--- src/sv/rrs_pick.sv ---
`timescale 1ns / 1ps
// Next-job search: first set bit of the active mask at or after the start
// index, wrapping round to the bottom. No package dependency.
module rrs_pick #(
  parameter int unsigned MAX_JOBS = 64,
  parameter int unsigned IDX_W    = 6
) (
  input  logic [MAX_JOBS-1:0] mask_i,
  input  logic [IDX_W-1:0]    start_i,
  output logic                found_o,
  output logic [IDX_W-1:0]    idx_o
);

  logic [MAX_JOBS-1:0] upper;
  logic [IDX_W-1:0]    upper_idx;
  logic [IDX_W-1:0]    any_idx;

  // Bits at or above the start index; bits beyond the loaded count are
  // always clear, so no upper bound is needed.
  always_comb begin
    for (int unsigned i = 0; i < MAX_JOBS; i++) begin
      upper[i] = mask_i[i] && (i >= 32'(start_i));
    end
  end

  always_comb begin
    upper_idx = '0;
    any_idx   = '0;
    for (int i = MAX_JOBS - 1; i >= 0; i--) begin
      if (upper[i]) begin
        upper_idx = IDX_W'(i);
      end
      if (mask_i[i]) begin
        any_idx = IDX_W'(i);
      end
    end
  end

  assign found_o = |mask_i;
  assign idx_o   = (|upper) ? upper_idx : any_idx;

endmodule

--- config.mk ---
export PLATFORM = sky130hd
export DESIGN_NAME = rrs_pick
export DESIGN_NICKNAME = d
export VERILOG_FILES = /design/src/sv/rrs_pick.sv
export SDC_FILE = /design/constraint.sdc
export NUM_CORES = 1
export LEC_CHECK = 0
export ABC_CLOCK_PERIOD_IN_PS = 4000
export BUFFER_PORTS_ARGS = -buffer_cell sky130_fd_sc_hd__buf_2
export CORE_ASPECT_RATIO = 2
export CORE_UTILIZATION = 49
export DETAILED_ROUTE_END_ITERATION = 8
export PLACE_DENSITY = 0.73
export SYNTH_ARGS = -nofsm -noshare
export SYNTH_HDL_FRONTEND = slang
export SYNTH_SLANG_ARGS = --single-unit
--- constraint.sdc ---
create_clock -name vclk -period 4
set_input_delay 1 -clock vclk [all_inputs]
set_output_delay 1 -clock vclk [all_outputs]
set_load 0.03 [all_outputs]
==> results.md, run 1 <==
* Result of the run: aborted with a tool error
* Failed at: 5_1_grt
* First error message: [ERROR GRT-0116] Global routing finished with congestion. Check the congestion regions in the DRC Viewer.
* Vert. Die Dim at 110 µm
* First-pass GRT wire length at approximately 34000 µm
* Count of yosys warnings during synthesis at 0
* Biggest area contributors in the synthesized netlist: sky130_fd_sc_hd__a21oi_1 8.2%, sky130_fd_sc_hd__o21ai_0 8.0%, sky130_fd_sc_hd__nor2_1 6.8%
* Synth Cell Area at about 0.0029 mm²
* Placed insts at between 700 and 800
* Hold-fix buffers at CTS at 0
* Effective utilization at floorplan at 50.4%
* Post-synthesis share of cell area spent on full adders, half adders and majority gates at 0%
* Combinational family with the most area after synthesis: compound AO/OA/AOI/OAI gates
* Vias in the first global route at 6343
* Total routing resource utilization after global routing at 70.6%
* Maximum number of pins on one net before global-route repair at 17
* Avg Inst Size Synth at 6.13 µm²
* Share of the synthesized area in the top cell type at 8.17%
* Horizontal die dimension at around 56 µm
* Post-synthesis simple-gate area fraction at 37.7%
* Distinct cell type count after synthesis at 73
* Part of the Yosys area used for sequential elements at 0%
* I/O pin total at 77
* Sum of net half-perimeters after detailed placement at 13400 µm
* Cell count after synthesis at 470
* Synthesized-area fraction occupied by xor and xnor cells at 0%
* Synthesized-area fraction occupied by ao, oa, aoi and oai cells at a little over half
* Post-synthesis mux area share at 0%
* # rows at 39
* Number of port buffers at between 70 and 80
* Final GP Congestion at 1.14
* Total congestion overflow at 71
* Cell type with the highest aggregate area in the netlist: sky130_fd_sc_hd__a21oi_1
* Total nets after synthesis at 540
logic make-up after synthesis:
kind of cell | after synthesis
AOI/OAI and AO/OA | 225
and+or+nand+nor | 198
buffers and inverters | 47
through the flow:
stage | hold WS [ns] | worst slack (ns) | util, % | TNS (ns) | area [µm²]
after floorplan | 2.34 | 0.0118 | - | 0 | 2900
after global placement | 2.53 | -0.535 | 75.9 | -2.27 | 4340
after detailed placement | 2.53 | -0.575 | 75.9 | -2.49 | 4340
after CTS | 2.52 | -0.102 | 88.8 | -0.135 | 5070
metal layers:
metal	GRT overflow	track usage, %
met1	0	69.5
met2	53	99.2
met3	0	33.7
met4	18	78.2
met5	0	0
repair_timing:
action | 4_1_cts
endpoints found under the setup margin | 6
hold endpoints to repair | 0
pin swaps | 36
buffers inserted | 31
resized for setup | 92
cloned | 3
cell usage after synthesis (4+ instances only):
| library cell | count |
|---|---|
| sky130_fd_sc_hd__a211oi_1 | 11 |
| sky130_fd_sc_hd__a21boi_0 | 9 |
| sky130_fd_sc_hd__a21oi_1 | 47 |
| sky130_fd_sc_hd__a311oi_1 | 5 |
| sky130_fd_sc_hd__a31o_2 | 4 |
| sky130_fd_sc_hd__a31oi_1 | 10 |
| sky130_fd_sc_hd__and3_1 | 4 |
| sky130_fd_sc_hd__buf_2 | 7 |
| sky130_fd_sc_hd__buf_4 | 9 |
| sky130_fd_sc_hd__buf_6 | 5 |
| sky130_fd_sc_hd__clkbuf_1 | 4 |
| sky130_fd_sc_hd__inv_1 | 20 |
| sky130_fd_sc_hd__nand2_1 | 32 |
| sky130_fd_sc_hd__nand3_1 | 16 |
| sky130_fd_sc_hd__nand4_1 | 11 |
| sky130_fd_sc_hd__nand4b_1 | 4 |
| sky130_fd_sc_hd__nor2_1 | 52 |
| sky130_fd_sc_hd__nor2b_1 | 12 |
| sky130_fd_sc_hd__nor3_1 | 21 |
| sky130_fd_sc_hd__nor4_1 | 12 |
| sky130_fd_sc_hd__o211ai_1 | 19 |
| sky130_fd_sc_hd__o21a_1 | 10 |
| sky130_fd_sc_hd__o21ai_0 | 46 |
| sky130_fd_sc_hd__o31ai_1 | 12 |
| sky130_fd_sc_hd__or3_1 | 4 |
| sky130_fd_sc_hd__or4_1 | 5 |
==> run 2, diff against run 1 <==
- CORE_ASPECT_RATIO: 2 -> default
- CORE_UTILIZATION: 49 -> 34
- PLACE_DENSITY: 0.73 -> default
- PLACE_DENSITY_LB_ADDON: default -> 0.15
==> run 2 against run 1 <==
The flow now finishes, with violations (setup timing); area after synthesis did not move; synthesized cell count unchanged.
==> results.md, run 2 <==
* Result of the run: complete, but fails checks
* Violated checks: setup timing
* Internal power of the cells at 0.000307 W
* Sum of net half-perimeters after detailed placement at 13200 µm (-1.0%)
* Arrival time at the worst endpoint at 3.28 ns
* Met2 GRT Util at between 60% and 70%
* Total routing resource utilization after global routing at 37.6%
* Effective utilization at floorplan at 35.1% (-15 points)
* Distinct cell type count after synthesis at 73 (unchanged)
* Global routing usage on met3 at 3.40%
* Share of layout cells above drive strength 1 at around 46%
* Slew Limit Headroom at 61.1%
* WS Path Type: input port to primary output
* Combinational cell fraction of total power at 100.0%
* Final worst path period need at 4.28 ns
* Pins over their slew limit at 0
* Vert. Die Dim at 94.0 µm (-15%)
* Std-Cell Core Area at between 0.008 and 0.009 mm²
* Max VDD drop at 56.4 µV
* Hold/Removal Path Class: input port to primary output
* Cell type with the highest aggregate area in the netlist: sky130_fd_sc_hd__a21oi_1
* Initial antenna violation count at 0
* Highest clock frequency the design can meet at 233 MHz
* Part of the Yosys area used for sequential elements at 0% (unchanged)
* Category of the worst setup path capture point: primary output
* Terminating pin of the worst hold path: idx_o[2]
* Cell count after synthesis at 470 (unchanged)
* Crit-path max FO at 6
* Avg Inst Size Synth at 6.13 µm² (unchanged)
* Count of unresolved DRC violations after routing at 0
* Share of the synthesized area in the top cell type at 8.17% (unchanged)
* Final worst setup slack at -0.283 ns
* Count of vias placed by the detailed router at between 5000 and 6000
* Total nets after synthesis at 540 (unchanged)
* Seq Cell Count at 0
* Detailed-route wire length at 16700 µm
* Biggest area contributors in the synthesized netlist: sky130_fd_sc_hd__a21oi_1 8.2%, sky130_fd_sc_hd__o21ai_0 8.0%, sky130_fd_sc_hd__nor2_1 6.8%
* Clk_buf instances at 0
* Maximum number of pins on one net before global-route repair at 16
* Hold_ws at 2.62 ns
* Multi-input logic area at 0.00289 mm²
* Busiest layer in global routing: met2
* Setup repair after global routing missed its margin: true
* Leak Pwr at 2.23 nW
* # rows at 33 (-15%)
* Total Power Consumption at 0.000636 W
* Data required time at the worst endpoint at 3.00 ns
* Switching power as a share of total power at 51.7%
* Diode insertion count for antenna repair at 0
* Synthesis-to-layout area growth at 82.9%
* First-pass GRT wire length at 25200 µm
* Nets at between 700 and 800
* Horizontal die dimension at 94.0 µm (+67%)
* Worst slew pin tran at 0.577 ns
* Cell with the most instances after synthesis: sky130_fd_sc_hd__nor2_1
* Synth Cell Area at 0.00288 mm² (unchanged)
* Pre-CTS setup slack at -0.469 ns (+0.106 ns)
* Number of port buffers at 77 (unchanged)
* I/O pin total at 77 (unchanged)
* Part of the cycle the worst path needs at 107%
* Layout Cell Area excl Fill at 0.00527 mm²
* Most frequent cells in the layout: 175 x sky130_fd_sc_hd__buf_4, 65 x sky130_fd_sc_hd__buf_2, 50 x sky130_fd_sc_hd__nor2_1
* Total of endpoints with negative setup slack in the final report at 5
* Clock power share at 0%
* Number of hold-slack violations in the final timing report at 0
* Vias in the first global route at 4743
* Routed WL per cell at 20.4 µm
* Net Sw Power at 0.000329 W
* Cell depth of the worst min-delay path at 5
* Fillcell total at 748
* Global-route track usage on met1 at 45.3%
* Power per standard cell area at 121 mW/mm²
* Most frequent standard cell in the layout excluding fill and tap cells: sky130_fd_sc_hd__buf_4
* Commonest cells post-synth: 52 x sky130_fd_sc_hd__nor2_1, 47 x sky130_fd_sc_hd__a21oi_1, 46 x sky130_fd_sc_hd__o21ai_0
* Total congestion overflow at 0
* Iter 0 DRT Violations at 447
* Count of yosys warnings during synthesis at 0 (unchanged)
* Ratio of routed vias to standard cells at 6.17
* Sequential group share of total power at 0%
* First drt pass iteration count at 5
* Number of violations of the max-capacitance limit at 0
* Final GP Congestion at 0.979 (-14%)
* FF/Latch Area at 0 µm²
* Die area at just under 0.009 mm²
* Element type at the critical path start: input port
* Post-place instance area at 0.00457 mm² (+5.3%)
* Hold path start: mask_i[2]
* Final antenna-violating net count at 0
-- run 2: cell counts after synthesis --
Identical to the previous run, type by type.
-- run 2: cell type report --
type	instances	share of cell area, %
Timing Repair Buffer	270	41.1
Multi-Input combinational cell	423	54.8
Tap cell	105	2.49
Inverter	22	1.57
-- run 2: worst max-delay path, cell delays in order --
cell and delay (ns):
sky130_fd_sc_hd__buf_8 0.12, sky130_fd_sc_hd__nand4_1 0.22, sky130_fd_sc_hd__buf_4 0.21, sky130_fd_sc_hd__a31oi_1 0.37
sky130_fd_sc_hd__nand3_4 0.16, sky130_fd_sc_hd__nor4_4 0.39, sky130_fd_sc_hd__nand4bb_4 0.20, sky130_fd_sc_hd__o311a_4 0.17
sky130_fd_sc_hd__a211oi_4 0.26, sky130_fd_sc_hd__buf_6 0.16
-- run 2: metal layers --
metal,part of all wire [%],vias up
met5,0,-
li1,-,2382
met1,39,2332
met3,7.6,70
met2,48,275
met4,5.8,0
-- run 2: stage by stage --
stage                     instances  TNS [ns]  util, %
after floorplan                 470         0        -
after global placement          788     -1.71     55.6
after detailed placement        788     -1.80     55.6
after CTS                       816    -0.474     62.2
after global routing            820     -1.50     64.1
final                           820     -1.13     64.1
-- run 2: power groups by stage --
| stage | clock [W] | combinational, W | sequential (W) |
|---|---|---|---|
| floorplan | 0 | 0.000242 | 0 |
| global placement | 0 | 0.000526 | 0 |
| detailed placement | 0 | 0.000527 | 0 |
| CTS | 0 | 0.000601 | 0 |
| global route | 0 | 0.000674 | 0 |
| finish | 0 | 0.000636 | 0 |
-- run 2: cells by family after synthesis --
logic type,Yosys count,synth area share [%]
AND/OR/NAND/NOR,198,37.7
AO/OA/AOI/OAI,225,53.4
buffers and inverters,47,8.90
-- run 2: how the worst max path moves through the flow --
stage | startpoint | end | slack [ns] | depth (start not counted)
floorplan | start_i[1] | idx_o[2] | 0.01 | 8
global placement | start_i[4] | idx_o[0] | -0.52 | 10
detailed placement | start_i[0] | idx_o[0] | -0.47 | 10
CTS | start_i[2] | idx_o[1] | -0.16 | 13
global route | start_i[0] | idx_o[1] | -0.35 | 10
finish | start_i[0] | idx_o[1] | -0.28 | 10
-- run 2: timing repair --
item | 4_1_cts | 5_1_grt
setup endpoints to repair | 6 | 6
gates cloned | 2 | 0
pin swaps | 25 | 10
resized for setup | 77 | 28
hold buffers | 0 | 0
buffers inserted | 27 | 6
No activity file was read; power rests on OpenSTA's default activity.
